`src/hw/rtl/nnp_pkg.sv`:
```
// shared types and constants for the nearest node proximity unit
package nnp_pkg;

  localparam int NODE_W        = 32;
  localparam int THR_W         = 31;
  localparam int CNT_CFG_W     = 5;
  localparam int SLOT_W        = 4;
  localparam int FRAC_W        = 17;
  localparam int CFG_IDX_W     = 2;
  localparam int CFG_DATA_W    = 31;
  localparam int DIV_STEPS     = 17;
  localparam int MAX_NODES_DEF = 16;

  localparam logic [FRAC_W-1:0] ONE_Q16   = 17'd65536;
  localparam logic [THR_W-1:0]  THR_RESET = 31'd65536;

  // register indexes of the configuration port
  localparam logic [CFG_IDX_W-1:0] CFG_NODE_COUNT = 2'd0;
  localparam logic [CFG_IDX_W-1:0] CFG_THR_LEFT   = 2'd1;
  localparam logic [CFG_IDX_W-1:0] CFG_THR_RIGHT  = 2'd2;

  // search token handed from cell to cell
  typedef struct packed {
    logic [NODE_W-1:0] p;
    logic [NODE_W-1:0] best;
    logic [NODE_W-1:0] best_d;
    logic              found;
    logic [NODE_W-1:0] first;
    logic [NODE_W-1:0] last;
  } chain_tok_t;

endpackage

```
`src/hw/rtl/nnp_cell.sv`:
```
// one node slot of the search chain: holds a node and refines the passing token
module nnp_cell #(
  parameter int MAX_NODES = nnp_pkg::MAX_NODES_DEF,
  parameter int IDX       = 0
) (
  input  logic                               clk,
  input  logic                               node_we,
  input  logic [nnp_pkg::SLOT_W-1:0]         node_slot,
  input  logic [nnp_pkg::NODE_W-1:0]         node_val,
  input  logic [$clog2(MAX_NODES+1)-1:0]     n_eff,
  input  nnp_pkg::chain_tok_t                tok_in,
  output nnp_pkg::chain_tok_t                tok_out
);
  import nnp_pkg::*;

  logic [NODE_W-1:0] node_r;
  chain_tok_t        tok_r;
  chain_tok_t        tok_nxt;
  logic signed [NODE_W:0] diff;
  logic [NODE_W-1:0] gap;
  logic              active;
  logic              take;

  always_ff @(posedge clk) begin
    if (node_we && (32'(node_slot) == IDX)) begin
      node_r <= node_val;
    end
  end

  always_comb begin
    diff   = $signed({tok_in.p[NODE_W-1], tok_in.p}) - $signed({node_r[NODE_W-1], node_r});
    gap    = diff[NODE_W] ? NODE_W'(-diff) : NODE_W'(diff);
    active = IDX < 32'(n_eff);
    // strict compare keeps the first node at the minimum distance
    take   = active && (!tok_in.found || (gap < tok_in.best_d));
    tok_nxt = tok_in;
    if (take) begin
      tok_nxt.best   = node_r;
      tok_nxt.best_d = gap;
      tok_nxt.found  = 1'b1;
    end
    if (IDX == 0) begin
      tok_nxt.first = node_r;
    end
    if (active && ((IDX + 1) == 32'(n_eff))) begin
      tok_nxt.last = node_r;
    end
  end

  always_ff @(posedge clk) begin
    tok_r <= tok_nxt;
  end

  assign tok_out = tok_r;

endmodule

```
`config.mk`:
```
export PLATFORM = sky130hd
export DESIGN_NAME = nnp_cell
export DESIGN_NICKNAME = d
export VERILOG_FILES = /design/src/hw/rtl/nnp_pkg.sv /design/src/hw/rtl/nnp_cell.sv
export SDC_FILE = /design/constraint.sdc
export NUM_CORES = 1
export LEC_CHECK = 0
export ABC_AREA = 1
export CAP_MARGIN = 20
export CELL_PAD_IN_SITES_DETAIL_PLACEMENT = 0
export CELL_PAD_IN_SITES_GLOBAL_PLACEMENT = 1
export CORE_MARGIN = 4
export CORE_UTILIZATION = 46
export CTS_BUF_LIST = sky130_fd_sc_hd__clkbuf_2
export CTS_CLUSTER_SIZE = 40
export DETAILED_ROUTE_END_ITERATION = 8
export DONT_BUFFER_PORTS = 1
export PLACE_DENSITY_LB_ADDON = 0.1
export REMOVE_ABC_BUFFERS = 1
export SLEW_MARGIN = 20
export SYNTH_ARGS = -nofsm -noshare
export SYNTH_HDL_FRONTEND = slang
export SYNTH_SLANG_ARGS = --single-unit
```
`constraint.sdc`:
```
create_clock -name clk -period 4.6 [get_ports clk]
set_clock_uncertainty 0.05 [all_clocks]
set_input_delay 0.23 -clock clk [delete_from_list [all_inputs] [get_ports clk]]
set_output_delay 0.23 -clock clk [all_outputs]
set_load 0.02 [all_outputs]
```
After elaboration in Yosys (flattened, before gate mapping). Cells that the tools add are included.

Output and inout bits: 161. Input port bits: 204. Word-level logic and storage cells: 21. Latch bits: 0. Flip-flop bits (word level): 193. Memories: 0. ROM bits: 0. Bits in writable memories: 0.

Bitwise logic cells: 0. Equality and inequality tests: 1. Multipliers: 0. Add/sub/neg operators: 2. Reduce and logical (&&, ||, !) cells: 6. Div/mod/pow operators: 0. Mux-type cells: 3. $lt $le $gt $ge: 2. Shift operators: 0.

Operators by type and width (number): 2-to-1 mux 65 bit (1); 2-to-1 mux 32 bit (2); subtractor 32 x 32 -> 33 bit (1); less-than comparator 32 bit (1); negator 32 bit (1); == test 1 x 5 -> 1 bit, first input constant (1); less-than comparator 1 x 5 -> 1 bit, first input constant (1); zero test 4 bit (1); logical AND 1 bit (3); zero test 1 bit (1); logical OR 1 bit (1).

Logic depth before layout (Yosys ltp).
Word-level depth: 7. Depth in mapped cells: 34. Gate-level depth less buffers: 33.

Worst setup path before layout. Ideal clock, no wire load.

Path kind: reg2reg. Start point: register node_r[0]. End point: register tok_r (netlist bit tok_out[86]). Data required time: 4419 ps. Arrival: 3996 ps. Slack: 423 ps. Clock period less this slack: 4177 ps. Path buffers: 3. Stages on the path, launching flop included: 33. Library setup time: 131 ps. Cells stage by stage: edfxtp_1 > ha_1 > fa_1 > inv_1 > nand2_1 > nand2_2 > nand3_1 > nand2_2 > nand2_1 > nand2_1 > nand4_1 > nand2_1 > nand2_1 > nand2_2 > inv_2 > buf_6 > o21ai_1 > xor2_1 > inv_1 > ha_1 > nand2_1 > o21ai_0 > nand3_1 > a21oi_1 > o21ai_0 > nand2_1 > nand2_1 > nand2_1 > nand2_1 > nand2_1 > clkbuf_1 > clkbuf_1 > o21ai_0.

RTL lines: from (decl) (RTL line nnp_cell.sv:16) `logic [NODE_W-1:0] node_r;`; from (signal assigned) (RTL line nnp_cell.sv:26) `node_r <= node_val;`; to (signal assigned) (RTL line nnp_cell.sv:51) `tok_r <= tok_nxt;`; to (decl) (RTL line nnp_cell.sv:17) `chain_tok_t tok_r;`.

==> impl_metrics.yaml <==
place:
  dp.cells: 1589
  place_congestion: 0.831
  portBuffers: 0
  dp_hpwl_um: 20300
  dp_worst_setup_slack_ps: 93.9
sta:
  hold_ws_ps: -11.3
  fin_crit_ps: 4540
  tightestPinTransition_ps: 835
  relSlewSlack: 0.441
  rsz0062_at_grt: "true"
  slew_violations: 0
  timing.final.crit_share: 0.986
  setup_viol: 0
  timing.fmax_mhz: 220
  fin_ws_ps: 64.2
  finalHoldViolCount: 1
  final.setup.tns_ps: 0
worst_setup_path:
  end_kind: "flop"
  path_common_cell: "nand2_2"
  crit_type: "input port to flop"
  start_kind: "input port"
  worstPathArrival_ps: 5240
  critical-path-slowest-cell: "fa_2"
  required_ps: 5300
  max_stage_delay_ps: 590
  cp_max_fo: 11
floorplanning:
  pin_count: 365
  die_h_um: 153
  initial_core_util: 0.473
  die_w_um: 153
  die_area_um2: 23400
  rows: 52
  core_area_um2: 20400
synthesis:
  synth_area_per_cell_um2: 7.26
  seq_area_frac_synth: 0.433
  synth_edf_count: 32
  synth_top_area_cell: "dfxtp_1"
  synthTopCellsByArea: "dfxtp_1 33%, nand2_1 18%, edfxtp_1 10%"
  synth_warnings: 0
  yosysUniqueCellTypes: 42
  synth_area_um2: 9660
  synth_cells: 1331
  synth_top_cells_by_count: "463 x nand2_1, 239 x inv_1, 161 x dfxtp_1"
  yosys.area.top_type_share: 0.334
  async_reset_ff_frac: 0
  synth-seq-cells: 193
  yosysMostFrequentCell: "nand2_1"
  synth_ff_type: "dfxtp_1"
power_and_ir_drop:
  p_int_uw: 2690
  p_sw_uw: 1730
  p_leak_uw: 0.00708
  pwr-share-seq: 0.496
  power_frac_clock: 0.218
  switching_share: 0.391
  combPwrFrac: 0.286
  cellPowerDensity_nw_per_um2: 307
  finalPower_uw: 4420
  ir_drop_uv: 174
clock_network:
  clock_sinks: 193
  cts.path.max_buffers: 2
  numCtsBuffers: 17
  htreeDepth: 4
  clk_latency_ps: 850
  cts-root-buf: "clkbuf_2"
  cts_tree: "yes"
  clk_pin_slew_ps: 320
cells_and_area:
  fin_nets: 1964
  multi_input_area_um2: 4950
  register_area_um2: 4180
  area_growth_pct: 49.3
  fillCellCount: 1626
  final_util: 0.706
  drive_gt1_frac: 0.133
  final_cells: 1980
status:
  violations: "hold timing"
  outcome: "finished with violations"
min_path:
  hold_class: "input port to flop"
global_route:
  antenna_found_initial: 1
  gr-total-overflow: 0
  grt_util_all_layers: 0.269
  grt_max_degree: 57
  grt_pass1_wl_um: 50700
  grt_pass1_vias: 9645
route:
  ant_nets: 0
  via_count: 9794
  dr.pass1.iters: 5
  drt_drc_violations_left: 0
  via_per_inst: 4.95
  wire_per_inst_um: 17.7
  routed_wirelength_um: 35100
  drtIter0Drc: 413
job:
  drv_cap: 0
-- stage by stage --
stage | hold WS (ps) | cell area [um^2]
after global placement | 208 | 10000
after CTS | 0.939 | 13500
after floorplan | 208 | 9560
final | -11.3 | 14400
after global routing | 8.17 | 14400
after detailed placement | 208 | 10000
-- final cells by class --
class                           count  share of cell area
Timing Repair Buffer              365               0.258
Tap cell                          270              0.0234
Clock inverter                     14              0.0139
Inverter                          244              0.0644
Clock buffer                       18             0.00625
Multi-Input combinational cell    874               0.343
Sequential cell                   193               0.290
Antenna cell                        2            0.000347
-- sequential cells by signal, indices dropped and copies added, names as in the netlist --
signal	count
tok_out	161
node_r	32
-- routing by layer --
layer  global-route usage  wire length (um)  up-vias
li1                     -                 -     4849
met1                0.334             14400     4475
met2                0.457             17000      396
met3               0.0707              2640       74
met4               0.0861              1060        0
met5                    0                 0        -
-- repair_timing --
action,CTS,global route
gates cloned,0,12
endpoints found under the setup margin,1,64
pin swaps,0,36
hold buffers,317,2
setup buffers,1,25
gates resized for setup,0,163
endpoints found under the hold margin,193,2
-- final timing paths --
check / startpoint / to / slack, ps / cells after the start
setup / recovery: tok_in[129] / tok_out[114] / 60 / 27
hold / removal: tok_in[147] / tok_out[83] / -10 / 6
setup reg to reg: node_r[0] / tok_out[114] / 70 / 24
hold reg to reg: node_r[3] / tok_out[35] / 340 / 0
-- worst max-delay path, delay by kind of cell --
family / cells / cell delay (ps)
fa+ha+maj: 3 / 1030
xor+xnor: 1 / 160
compound gates: 6 / 910
simple gates: 12 / 1400
buf+inv: 5 / 1510
-- cells in the final DEF, fill, tap and decap left out, drive strengths merged, types with 5 or more instances in the layout --
cell type	n
nand4	12
nand3b	6
xor2	20
edfxtp	32
nand3	60
dlygate4sd3	319
nor3	5
inv	250
ha	64
clkinv	8
clkbuf	24
nand2	479
a21oi	37
nor2	75
dfxtp	161
buf	40
o21ai	99
-- cells by family after synthesis --
family	share of synthesized area
and+or+nand+nor	0.277
buffers and inverters	0.105
DFF	0.433
AOI/OAI and AO/OA	0.0786
adders and majority gates	0.0850
xor gates and xnor gates	0.0206
-- power groups by stage --
stage | Sequential [uW] | Clock, uW | Combinational, uW
final | 2190 | 966 | 1260
after global routing | 2210 | 1040 | 1390
after CTS | 2180 | 956 | 968
after detailed placement | 2220 | 0 | 754
after global placement | 2220 | 0 | 738
after floorplan | 2190 | 0 | 567
No activity file was read; power rests on OpenSTA's default activity.
