## config.mk

```make
export PLATFORM = sky130hd
export DESIGN_NAME = nnp_div
export DESIGN_NICKNAME = d
export VERILOG_FILES = /design/src/hw/rtl/nnp_pkg.sv /design/src/hw/rtl/nnp_div.sv
export SDC_FILE = /design/constraint.sdc
export NUM_CORES = 1
export LEC_CHECK = 0
export BUFFER_PORTS_ARGS = -buffer_cell sky130_fd_sc_hd__buf_2
export CORE_UTILIZATION = 50
export DETAILED_ROUTE_END_ITERATION = 10
export GPL_ROUTABILITY_DRIVEN = 1
export GPL_TIMING_DRIVEN = 1
export PLACE_DENSITY = 0.81
export REMOVE_ABC_BUFFERS = 1
export SETUP_SLACK_MARGIN = 0.05
export SLEW_MARGIN = 20
export SYNTH_ARGS = -nofsm -noshare
export SYNTH_HDL_FRONTEND = slang
export SYNTH_SLANG_ARGS = --single-unit
```

## constraint.sdc

```tcl
create_clock -name clk -period 4.95 [get_ports clk]
set_input_delay 0.99 -clock clk [delete_from_list [all_inputs] [get_ports clk]]
set_output_delay 0.99 -clock clk [all_outputs]
set_load 0.01 [all_outputs]
```

## src/hw/rtl/nnp_pkg.sv

```systemverilog
// shared types and constants for the nearest node proximity unit
package nnp_pkg;

  localparam int NODE_W        = 32;
  localparam int THR_W         = 31;
  localparam int CNT_CFG_W     = 5;
  localparam int SLOT_W        = 4;
  localparam int FRAC_W        = 17;
  localparam int CFG_IDX_W     = 2;
  localparam int CFG_DATA_W    = 31;
  localparam int DIV_STEPS     = 17;
  localparam int MAX_NODES_DEF = 16;

  localparam logic [FRAC_W-1:0] ONE_Q16   = 17'd65536;
  localparam logic [THR_W-1:0]  THR_RESET = 31'd65536;

  // register indexes of the configuration port
  localparam logic [CFG_IDX_W-1:0] CFG_NODE_COUNT = 2'd0;
  localparam logic [CFG_IDX_W-1:0] CFG_THR_LEFT   = 2'd1;
  localparam logic [CFG_IDX_W-1:0] CFG_THR_RIGHT  = 2'd2;

  // search token handed from cell to cell
  typedef struct packed {
    logic [NODE_W-1:0] p;
    logic [NODE_W-1:0] best;
    logic [NODE_W-1:0] best_d;
    logic              found;
    logic [NODE_W-1:0] first;
    logic [NODE_W-1:0] last;
  } chain_tok_t;

endpackage

```

## src/hw/rtl/nnp_div.sv

```systemverilog
// serial restoring divider for the nearing fraction, one quotient bit per cycle
module nnp_div (
  input  logic                        clk,
  input  logic                        rst_n,
  input  logic                        start,
  input  logic [nnp_pkg::THR_W-1:0]   rem_in,
  input  logic [nnp_pkg::THR_W-1:0]   den_in,
  output logic                        done,
  output logic [nnp_pkg::FRAC_W-1:0]  quo
);
  import nnp_pkg::*;

  localparam int STEP_W = $clog2(DIV_STEPS);

  logic              run_r, run_nxt;
  logic              done_r, done_nxt;
  logic [STEP_W-1:0] step_r, step_nxt;
  logic [THR_W-1:0]  rem_r, rem_nxt;
  logic [THR_W-1:0]  den_r, den_nxt;
  logic [FRAC_W-1:0] quo_r, quo_nxt;
  logic [THR_W:0]    trial;
  logic              ge;

  always_comb begin
    // the first step yields the integer bit, so no shift there
    trial    = (step_r == '0) ? {1'b0, rem_r} : {rem_r, 1'b0};
    ge       = trial >= {1'b0, den_r};
    run_nxt  = run_r;
    done_nxt = 1'b0;
    step_nxt = step_r;
    rem_nxt  = rem_r;
    den_nxt  = den_r;
    quo_nxt  = quo_r;
    if (start) begin
      run_nxt  = 1'b1;
      step_nxt = '0;
      rem_nxt  = rem_in;
      den_nxt  = den_in;
      quo_nxt  = '0;
    end else if (run_r) begin
      rem_nxt  = ge ? THR_W'(trial - {1'b0, den_r}) : THR_W'(trial);
      quo_nxt  = {quo_r[FRAC_W-2:0], ge};
      step_nxt = step_r + STEP_W'(1);
      if (step_r == STEP_W'(DIV_STEPS - 1)) begin
        run_nxt  = 1'b0;
        done_nxt = 1'b1;
      end
    end
  end

  always_ff @(posedge clk) begin
    if (!rst_n) begin
      run_r  <= 1'b0;
      done_r <= 1'b0;
      step_r <= '0;
    end else begin
      run_r  <= run_nxt;
      done_r <= done_nxt;
      step_r <= step_nxt;
    end
    rem_r <= rem_nxt;
    den_r <= den_nxt;
    quo_r <= quo_nxt;
  end

  assign done = done_r;
  assign quo  = quo_r;

endmodule
```

Word level (Yosys, flattened, before mapping)

Cells that the tools add are included.

Output and inout port bits: 18
Input bits: 65
Logic and storage cells: 24
Flip-flop bits (word level): 86

Reductions and logical operators: 4
Bitwise gates (word level): 2
Magnitude comparators: 1
Mux-type cells: 8
Equality and inequality tests: 1
Add/subtract/negate cells: 2

Operators by type and width:

| cell                  | count |
|---|---|
| $mux W31              | 3 |
| $ge A32 B31 Y1        | 1 |
| $mux W32              | 1 |
| $sub A31 B31 Y31      | 1 |
| $add A5 B1 Y5 const B | 1 |
| $eq A5 B5 Y1 const B  | 1 |
| $logic_not A5 Y1      | 1 |
| $mux W1               | 4 |
| $reduce_or A3 Y1      | 1 |
| $not A1 Y1            | 2 |
| $reduce_bool A2 Y1    | 1 |
| $reduce_or A2 Y1      | 1 |

Logic depth before layout (Yosys ltp)

Gate-level depths: netlist of the first run.

Word-level depth: 6
Depth in mapped cells: 19
Gate-level depth less buffers: 16

Least setup slack after synthesis of the first run

No wires, ideal clock.

Kind: register to register
From: register step_r[0]
To: register rem_r[28] (data pin)
Cell stages (with the launch flop): 19
Setup time: 0.256 ns
Arrival: 4.211 ns
Clock period less this slack: 4.467 ns
Required time: 4.694 ns
Path buffers: 4
Slack: 0.483 ns
Path through: dfxtp_1 > inv_1 > ha_1 > nand2_1 > nor2_1 > clkbuf_1 > buf_1 > mux2_2 > ha_1 > buf_6 > a21o_1 > a2111oi_4 > o31a_2 > o21ai_2 > a221oi_4 > nand2_4 > buf_6 > or3_1 > o211a_1

Word-level cells in the longest chain between the ends: 6
Elaborated cells between the ends (all ways): 7
Those cells by class: add/sub (1); order compare (1); mux (4); reduce/logical (1)

Ends and longest elaborated chain:

| what                                               | RTL line                     | RTL |
|---|---|---|
| from (decl)                                        | nnp_div.sv:17                | `logic [STEP_W-1:0] step_r, step_nxt;` |
| from (signal assigned)                             | nnp_div.sv:59                | `step_r <= step_nxt;` |
| $logic_not A5 Y1 *                                 | nnp_div.sv:26                | `trial = (step_r == '0) ? {1'b0, rem_r} : {rem_r, 1'b0};` |
| $mux W32 *                                         | nnp_div.sv:26                |  |
| $sub A31 B31 Y31 or $ge A32 B31 Y1 (tied branches) | nnp_div.sv:41, nnp_div.sv:27 |  |
| $mux W31 *                                         | nnp_div.sv:41                | `rem_nxt = ge ? THR_W'(trial - {1'b0, den_r}) : THR_W'(trial);` |
| $mux W31 *                                         | nnp_div.sv:40                | `end else if (run_r) begin` |
| $mux W31 *                                         | nnp_div.sv:34                | `if (start) begin` |
| named net rem_nxt[28]                              | nnp_div.sv:18                | `logic [THR_W-1:0] rem_r, rem_nxt;` |
| to (signal assigned)                               | nnp_div.sv:61                | `rem_r <= rem_nxt;` |
| to (decl)                                          | nnp_div.sv:18                |  |

The timed path passes the listed nets; every way through them passes the cells marked *. The select of a mux whose other input is x is not followed.
A chain may end at the register's enable or synchronous reset.

Worst setup path in the final report of the first run

From: register step_r[0]
To: register rem_r[0] (data pin)

The elaborated chain is that of the path after synthesis.

==> results of run 1 <==
## flip-flops by register name (all words and copies together) (netlist names)
signal  cells
run_r       1
quo        17
step_r      5
done        1
den_r      31
rem_r      31
## power by group
group / internal [mW] / switching (mW) / total [mW]
Sequential: 0.899 / 0.0527 / 0.952
Combinational: 0.627 / 0.752 / 1.38
Clock: 0.205 / 0.279 / 0.484
## metal layers
layer / vias to the layer above / track usage [%] / part of all wire (%)
li1: 2172 / - / -
met4: 0 / 8.904 / 1.8
met1: 2100 / 29.56 / 45
met3: 15 / 4.479 / 5.6
met5: - / 0 / 0
met2: 144 / 36.26 / 47
## layout make-up
cell class                      instances  area [sq um]  area share [%]
Clock inverter                          6         50.05          0.7910
Clock buffer                           10         137.6           2.175
Inverter                               40         150.1           2.373
Tap cell                              140         175.2           2.768
Timing Repair Buffer                   92         485.5           7.673
Multi-Input combinational cell        398          2985           47.18
Sequential cell                        86          2344           37.04
## stage by stage
| stage | setup TNS, ns | worst slack, ns | hold slack (ns) |
|---|---|---|---|
| after floorplan | -0.8020 | -0.2681 | 0.4754 |
| after global placement | 0 | 0.6138 | 0.4694 |
| after CTS | 0 | 0.4226 | 0.5043 |
| after global routing | 0 | 0.1667 | 0.5245 |
| final | 0 | 0.4118 | 0.5047 |
| after detailed placement | 0 | 0.4600 | 0.4809 |
## placed cells by master, fill, tap and decap left out, types with 3 or more instances in the layout
master / count
clkbuf_8: 10
xnor2_1: 18
a211oi_1: 4
nor2b_1: 5
a21o_1: 21
or3_1: 6
a2bb2oi_1: 6
edfxtp_1: 62
dfxtp_1: 23
a21oi_1: 40
buf_2: 82
buf_4: 10
nand3_1: 5
mux2i_1: 37
nor2_1: 49
a221o_1: 3
mux2_2: 35
o21a_1: 5
nand4_1: 13
ha_1: 33
o21ai_0: 20
nor3_1: 5
xor2_1: 12
a31oi_1: 10
o21bai_1: 4
inv_1: 39
nand2_1: 31
nand2b_1: 4
o211ai_1: 3
## critical path, delay by kind of cell (launching register included)
kind	cells	cell delay, ns
AO/OA/AOI/OAI	5	1.20
adder cells (fa/ha/maj)	2	0.54
buffers and inverters	3	0.71
flip-flops	1	0.36
multiplexers	3	0.78
AND/OR/NAND/NOR	3	0.68
## cells by family after synthesis
group	count (synthesis)	share of synthesized area (%)
AO/OA/AOI/OAI	135	16.69
XOR/XNOR	30	4.698
flip-flops	86	41.88
buffers and inverters	67	4.787
adder cells (fa/ha/maj)	34	7.741
multiplexers	72	13.67
AND/OR/NAND/NOR	127	10.54
## worst min-delay path by stage
stage                     cells past startpoint              startpoint  slack, ns                   end
after floorplan                               2  step_r[4]$_SDFFE_PP0P_       0.48       done$_SDFF_PP0_
after global placement                        2    quo[16]$_SDFFE_PP0P_       0.47  quo[16]$_SDFFE_PP0P_
after detailed placement                      2    quo[16]$_SDFFE_PP0P_       0.48  quo[16]$_SDFFE_PP0P_
after CTS                                     2    quo[16]$_SDFFE_PP0P_       0.50  quo[16]$_SDFFE_PP0P_
after global routing                          2    quo[16]$_SDFFE_PP0P_       0.52  quo[16]$_SDFFE_PP0P_
final                                         2    quo[16]$_SDFFE_PP0P_       0.50  quo[16]$_SDFFE_PP0P_
==> report_table.html, run 1 <==
<table>
<tr><th>Metric</th><th>Value</th></tr>
<tr><th colspan="2">Global routing</th></tr>
<tr><td>Number of antenna violations at the first check in global routing</td><td>0</td></tr>
<tr><td>Global router's overall resource usage</td><td>between 20% and 30%</td></tr>
<tr><td>Maximum number of pins on one net before global-route repair</td><td>71</td></tr>
<tr><td>Number of global-route vias before repair</td><td>about 4.3k</td></tr>
<tr><td>Global-route wire length before repair</td><td>between 20 and 25 mm</td></tr>
<tr><td>Total congestion overflow</td><td>0</td></tr>
<tr><th colspan="2">Logic synthesis</th></tr>
<tr><td>Sequential area share after synthesis</td><td>a little over two fifths</td></tr>
<tr><td>Synth warnings</td><td>0</td></tr>
<tr><td>Leading register cell type out of synthesis</td><td>edfxtp_1</td></tr>
<tr><td>Netlist area before placement</td><td>5593 sq um</td></tr>
<tr><td>Mean instance size in the synthesized netlist</td><td>10.15 sq um</td></tr>
<tr><td>Number of cells produced by synthesis</td><td>~550</td></tr>
<tr><td>Most common cell in the netlist</td><td>edfxtp_1</td></tr>
<tr><td>Number of distinct library cell variants in the gate-level netlist after synthesis</td><td>between 50 and 60</td></tr>
<tr><td>Share of flip-flops with an asynchronous set or reset</td><td>0%</td></tr>
<tr><td>Top area cells in the synthesized netlist</td><td>edfxtp_1 (33%), dfxtp_1 (8.6%), ha_1 (7.4%)</td></tr>
<tr><td>Number of enable flip-flop cells after synthesis</td><td>62</td></tr>
<tr><td>Most numerous cell types in the synthesized netlist</td><td>edfxtp_1 (62), nor2_1 (50), a21oi_1 (40)</td></tr>
<tr><td>#FFs+latches synth</td><td>86</td></tr>
<tr><td>Dominant cell type by area after synthesis</td><td>edfxtp_1</td></tr>
<tr><td>Fraction of post-synthesis cell area in the top cell type by area</td><td>between 30% and 40%</td></tr>
<tr><th colspan="2">Cells and area</th></tr>
<tr><td>Fraction of layout instances using a drive strength above 1</td><td>roughly 25%</td></tr>
<tr><td>Count of fill cells added during filler insertion</td><td>892</td></tr>
<tr><td>Share of the core filled with cells in the final layout</td><td>about three fifths</td></tr>
<tr><td>Diodes inserted</td><td>0</td></tr>
<tr><td>Post-layout nets</td><td>726</td></tr>
<tr><td>Design area</td><td>~6300 sq um</td></tr>
<tr><td>Final non-filler cell total</td><td>772</td></tr>
<tr><td>Area grow syn2layout</td><td>13.13%</td></tr>
<tr><th colspan="2">Pwr</th></tr>
<tr><td>Worst voltage drop across the vdd grid</td><td>around 0.00016 V</td></tr>
<tr><td>Leakage power of the design</td><td>between 2 and 3 nW</td></tr>
<tr><td>Overall power consumption</td><td>2.814 mW</td></tr>
<tr><td>Total power divided by cell area</td><td>about 440 nW/um^2</td></tr>
<tr><th colspan="2">STA</th></tr>
<tr><td>Post-route fraction of the period consumed by the critical path</td><td>91.68%</td></tr>
<tr><td>Minimum clock period</td><td>~4.5 ns</td></tr>
<tr><td>Worst-margin pin slew</td><td>0.8050 ns</td></tr>
<tr><td>Clk_skew</td><td>roughly 0.013 ns</td></tr>
<tr><td>Final number of setup-violating endpoints</td><td>0</td></tr>
<tr><td>Max-slew headroom at the worst pin</td><td>a little under half</td></tr>
<tr><td>Setup repair after global routing missed its margin</td><td>false</td></tr>
<tr><td>Fmax</td><td>about 220 MHz</td></tr>
<tr><td>Final number of hold-violating endpoints</td><td>0</td></tr>
<tr><td>Number of max-slew violations in the final report</td><td>0</td></tr>
<tr><th colspan="2">Route</th></tr>
<tr><td>Via total after detailed routing</td><td>between 4k and 5k</td></tr>
<tr><td>Detail Route Antenna Nets</td><td>0</td></tr>
<tr><td>Router iterations before antenna repair</td><td>5</td></tr>
<tr><td>DRC violation count after routing</td><td>0</td></tr>
<tr><td>Mean routed wirelength per cell</td><td>roughly 16 um</td></tr>
<tr><td>Count of routing violations after the opening detailed-route iteration</td><td>276</td></tr>
<tr><td>Per-cell via count in the routed design</td><td>between 5 and 6</td></tr>
<tr><td>Total routed wirelength</td><td>between 10 and 15 mm</td></tr>
<tr><th colspan="2">Placed design</th></tr>
<tr><td>HPWL Detailed</td><td>8.988 mm</td></tr>
<tr><td>Final Wtd Congestion</td><td>~0.89</td></tr>
<tr><td>Cell area after placement</td><td>6138 sq um</td></tr>
<tr><td>Number of buffers added on ports</td><td>82</td></tr>
<tr><td>Placed cell count</td><td>around 760</td></tr>
<tr><th colspan="2">Floorplan</th></tr>
<tr><td>Core box area</td><td>between 10,000 and 15,000 sq um</td></tr>
<tr><td>Cell Rows</td><td>38</td></tr>
<tr><td>Effective utilization at floorplan</td><td>between 50% and 60%</td></tr>
<tr><td>Die Wd</td><td>roughly 110 um</td></tr>
<tr><td>Number of ports placed on the die boundary</td><td>between 80 and 90</td></tr>
<tr><td>Die footprint</td><td>11,610 sq um</td></tr>
<tr><td>Chip height</td><td>approximately 110 um</td></tr>
<tr><th colspan="2">Setup path</th></tr>
<tr><td>Critical path, cell by cell</td><td>inv_1, ha_1, nand2_1, nor2_2, buf_4, mux2_2, ha_1, a21o_1, a2111oi_4, o31a_2, o21ai_2, a221oi_4, nand2_4, buf_4, mux2i_1, mux2_2</td></tr>
<tr><td>Crit-path slowest cell</td><td>nor2_2</td></tr>
<tr><td>Endpoint of the worst setup timing path</td><td>rem_r[0]$_DFFE_PP_</td></tr>
<tr><td>CP arrival</td><td>4.67 ns</td></tr>
<tr><td>Maximum fanout along the worst path</td><td>19</td></tr>
<tr><td>Type of origin of the critical path</td><td>flip-flop</td></tr>
<tr><td>Reg2reg path depth</td><td>16</td></tr>
<tr><td>Critical Path Source</td><td>step_r[0]$_SDFFE_PP0P_</td></tr>
<tr><td>Reg-to-Reg End</td><td>rem_r[0]$_DFFE_PP_</td></tr>
<tr><td>Critical path data required time</td><td>between 5 and 6 ns</td></tr>
<tr><td>RR Startpoint</td><td>step_r[0]$_SDFFE_PP0P_</td></tr>
<tr><td>Delay of the slowest cell on the worst path</td><td>0.39 ns</td></tr>
<tr><td>Worst-case register-to-register setup slack</td><td>0.41 ns</td></tr>
<tr><td>CP Capture Type</td><td>flip-flop</td></tr>
<tr><td>Critical setup path kind</td><td>reg -&gt; reg</td></tr>
<tr><th colspan="2">Status</th></tr>
<tr><td>Result of the run</td><td>completed</td></tr>
<tr><th colspan="2">Clock network</th></tr>
<tr><td>CTS tree</td><td>built</td></tr>
<tr><td>Count of cells resized by post-cts repair</td><td>0</td></tr>
<tr><td>Postcts setup bufs</td><td>0</td></tr>
<tr><td>Maximum number of buffers from clock root to sink</td><td>2</td></tr>
<tr><td>TritonCTS Buffers</td><td>9</td></tr>
<tr><td>Root Buffer</td><td>clkbuf_8</td></tr>
<tr><td>Post-CTS clock slew at the launch and capture registers of the worst setup and hold paths</td><td>approximately 0.09 ns</td></tr>
<tr><td>Clock Sink Count</td><td>between 80 and 90</td></tr>
<tr><td>Later-pin clock latency in the skew report</td><td>about 0.37 ns</td></tr>
<tr><td>Hold buffers post-CTS</td><td>0</td></tr>
<tr><td>H-Tree Level Count</td><td>3</td></tr>
<tr><th colspan="2">Worst hold path</th></tr>
<tr><td>Path class of the lowest-slack min-delay path</td><td>reg -&gt; reg</td></tr>
<tr><th colspan="2">Job</th></tr>
<tr><td>Max-capacitance violation count</td><td>0</td></tr>
</table>
Power figures use the tool's default switching activity.
==> inputs of run 2 (changes only) <==
clock period = 4.37 ns   (was 4.95 ns; I/O delays follow)
==> run 2 against run 1 <==
Effect of this change: maximum frequency increased by 11%; count of clock-buffer cells in the layout is 1 lower; setup slack got worse by 0.11 ns; worst hold slack better by 0.010 ns; clock skew fell by 0.0015 ns; combinational power rose by 17%; sequential cell count did not move; non-clock buffer count increased by 6; clock power up 13%; power increased by 15%; utilization grew 0.69 points; critical path type unchanged; critical endpoint is now rem_r[6]$_DFFE_PP_; largest cell class unchanged.
==> report_table.html, run 2 (same netlist as run 1, synthesis figures left out) <==
<table>
<tr><th>Metric</th><th>Value</th></tr>
<tr><th colspan="2">Pwr</th></tr>
<tr><td>Leakage power of the design</td><td>roughly 2.9 nW</td></tr>
<tr><td>Overall power consumption</td><td>roughly 3.2 mW</td></tr>
<tr><td>Worst voltage drop across the vdd grid</td><td>0.0002242 V</td></tr>
<tr><td>Total power divided by cell area</td><td>slightly above 500 nW/um^2</td></tr>
<tr><th colspan="2">Clock network</th></tr>
<tr><td>Clock Sink Count</td><td>between 80 and 90</td></tr>
<tr><td>TritonCTS Buffers</td><td>9</td></tr>
<tr><td>Maximum number of buffers from clock root to sink</td><td>2</td></tr>
<tr><td>Later-pin clock latency in the skew report</td><td>roughly 0.38 ns</td></tr>
<tr><td>Post-CTS clock slew at the launch and capture registers of the worst setup and hold paths</td><td>~0.090 ns</td></tr>
<tr><td>CTS tree</td><td>built</td></tr>
<tr><td>Hold buffers post-CTS</td><td>0</td></tr>
<tr><td>Root Buffer</td><td>clkbuf_8</td></tr>
<tr><td>H-Tree Level Count</td><td>3</td></tr>
<tr><th colspan="2">Floorplan</th></tr>
<tr><td>Effective utilization at floorplan</td><td>between 50% and 60%</td></tr>
<tr><td>Cell Rows</td><td>38</td></tr>
<tr><td>Chip height</td><td>approximately 110 um</td></tr>
<tr><td>Die Wd</td><td>107.8 um</td></tr>
<tr><td>Die footprint</td><td>11,610 sq um</td></tr>
<tr><td>Core box area</td><td>between 10,000 and 15,000 sq um</td></tr>
<tr><td>Number of ports placed on the die boundary</td><td>83</td></tr>
<tr><th colspan="2">Global routing</th></tr>
<tr><td>Global router's overall resource usage</td><td>between 20% and 30%</td></tr>
<tr><td>Number of global-route vias before repair</td><td>between 4k and 5k</td></tr>
<tr><td>Total congestion overflow</td><td>0</td></tr>
<tr><td>Number of antenna violations at the first check in global routing</td><td>0</td></tr>
<tr><td>Maximum number of pins on one net before global-route repair</td><td>71</td></tr>
<tr><td>Global-route wire length before repair</td><td>just over 20 mm</td></tr>
<tr><th colspan="2">Worst hold path</th></tr>
<tr><td>Worst hold start</td><td>quo[16]$_SDFFE_PP0P_</td></tr>
<tr><td>Path class of the lowest-slack min-delay path</td><td>reg -&gt; reg</td></tr>
<tr><th colspan="2">Setup path</th></tr>
<tr><td>Worst-case register-to-register setup slack</td><td>~0.3 ns</td></tr>
<tr><td>Type of origin of the critical path</td><td>flip-flop</td></tr>
<tr><td>Maximum fanout along the worst path</td><td>15</td></tr>
<tr><td>Cell family with most CP delay</td><td>compound AO/OA/AOI/OAI gates</td></tr>
<tr><td>Critical path data required time</td><td>between 4 and 5 ns</td></tr>
<tr><td>Critical path, cell by cell</td><td>inv_1, ha_1, nand2_1, nor2_4, buf_12, mux2_2, ha_1, a21o_1, a2111oi_4, o31a_2, o21ai_2, a221oi_4, nand2_4, mux2_2, mux2_2</td></tr>
<tr><td>Critical setup path kind</td><td>reg -&gt; reg</td></tr>
<tr><td>CP Capture Type</td><td>flip-flop</td></tr>
<tr><td>Critical Path Source</td><td>step_r[0]$_SDFFE_PP0P_</td></tr>
<tr><td>Delay of the slowest cell on the worst path</td><td>~0.38 ns</td></tr>
<tr><td>CP arrival</td><td>between 4 and 5 ns</td></tr>
<tr><td>Buf/Inv on CP</td><td>2</td></tr>
<tr><td>Most repeated library cell on the critical path</td><td>mux2_2</td></tr>
<tr><td>Crit-path slowest cell</td><td>ha_1</td></tr>
<tr><td>RR Startpoint</td><td>step_r[0]$_SDFFE_PP0P_</td></tr>
<tr><th colspan="2">Cells and area</th></tr>
<tr><td>Diodes inserted</td><td>0</td></tr>
<tr><td>Commonest non-fill, non-tap cell in the layout</td><td>buf_2</td></tr>
<tr><td>Final non-filler cell total</td><td>approximately 780</td></tr>
<tr><td>Fraction of layout instances using a drive strength above 1</td><td>between 20% and 30%</td></tr>
<tr><td>Commonest cells after routing, fill and taps aside</td><td>buf_2 (82), edfxtp_1 (62), nor2_1 (49)</td></tr>
<tr><td>Area grow syn2layout</td><td>14.47%</td></tr>
<tr><td>Post-layout nets</td><td>approximately 730</td></tr>
<tr><th colspan="2">STA</th></tr>
<tr><td>Clk_skew</td><td>approximately 0.011 ns</td></tr>
<tr><td>Final number of setup-violating endpoints</td><td>0</td></tr>
<tr><td>Number of max-slew violations in the final report</td><td>0</td></tr>
<tr><td>Setup repair after global routing missed its margin</td><td>false</td></tr>
<tr><td>Minimum hold slack</td><td>~0.51 ns</td></tr>
<tr><td>Worst-margin pin slew</td><td>around 0.78 ns</td></tr>
<tr><td>Max-slew headroom at the worst pin</td><td>47.91%</td></tr>
<tr><td>Post-route fraction of the period consumed by the critical path</td><td>93.15%</td></tr>
<tr><td>Final number of hold-violating endpoints</td><td>0</td></tr>
<tr><td>Sum of negative setup slack</td><td>0 ns</td></tr>
<tr><td>Fmax</td><td>roughly 250 MHz</td></tr>
<tr><td>Minimum clock period</td><td>4.071 ns</td></tr>
<tr><th colspan="2">Route</th></tr>
<tr><td>Per-cell via count in the routed design</td><td>roughly 5.6</td></tr>
<tr><td>DRC violation count after routing</td><td>0</td></tr>
<tr><td>Count of routing violations after the opening detailed-route iteration</td><td>approximately 200</td></tr>
<tr><td>Total routed wirelength</td><td>around 12 mm</td></tr>
<tr><td>Via total after detailed routing</td><td>roughly 4.4k</td></tr>
<tr><td>Mean routed wirelength per cell</td><td>between 15 and 20 um</td></tr>
<tr><td>Router iterations before antenna repair</td><td>5</td></tr>
<tr><td>Detail Route Antenna Nets</td><td>0</td></tr>
<tr><th colspan="2">Placed design</th></tr>
<tr><td>Placed cell count</td><td>756</td></tr>
<tr><td>Final Wtd Congestion</td><td>0.8600</td></tr>
<tr><td>Number of buffers added on ports</td><td>82</td></tr>
<tr><td>HPWL Detailed</td><td>approximately 9.1 mm</td></tr>
<tr><th colspan="2">Status</th></tr>
<tr><td>Result of the run</td><td>completed</td></tr>
<tr><th colspan="2">Job</th></tr>
<tr><td>Max-capacitance violation count</td><td>0</td></tr>
</table>
==> run 2: final timing paths <==
kind,depth (start not counted),to
worst max-delay path,15,rem_r[6]$_DFFE_PP_
worst min-delay path,2,quo[16]$_SDFFE_PP0P_
worst max register to register,15,rem_r[6]$_DFFE_PP_
worst min register to register,2,quo[16]$_SDFFE_PP0P_
==> run 2: layout make-up <==
cell class,instances,area (sq um)
Clock buffer,9,123.9
Timing Repair Buffer,98,543.0
Clock inverter,7,62.56
Tap cell,140,175.2
Sequential cell,86,2344
Inverter,40,150.1
Multi-Input combinational cell,398,3004
Fill cell,935,4486
==> run 2: what timing repair did <==
| item | 4_1_cts | 5_1_grt |
|---|---|---|
| endpoints found under the setup margin | 1 | 19 |
| pin swaps | 0 | 1 |
| gates resized for setup | 1 | 3 |
| setup buffers | 0 | 6 |
==> run 2: worst min-delay path, delay by kind of cell (launching register included) <==
| family | cells | cell delay, ns |
|---|---|---|
| and+or+nand+nor | 1 | 0.08 |
| muxes | 1 | 0.06 |
| DFF | 1 | 0.34 |
==> run 2: stage by stage <==
stage                     area, sq um  setup slack, ns  utilization [%]
after floorplan                  5475          -0.8481                -
after global placement           6151           0.1989            56.49
after detailed placement         6151          0.07132            56.49
after CTS                        6342           0.1855            58.25
after global routing             6402          0.05691            58.80
final                            6402           0.2994            58.80
==> run 2: power breakdown <==
group,switching (mW),internal (mW)
registers,0.0575,1.02
clock network,0.326,0.222
logic,0.864,0.744
==> run 2: metal layers <==
layer	vias to the layer above	routed length (um)	GRT usage, %	share of wire, %
li1	2178	-	-	-
met1	2076	5736	29.04	47
met2	106	5782	37.04	47
met3	17	577	4.964	4.7
met4	0	195	6.947	1.6
met5	-	0	0	0
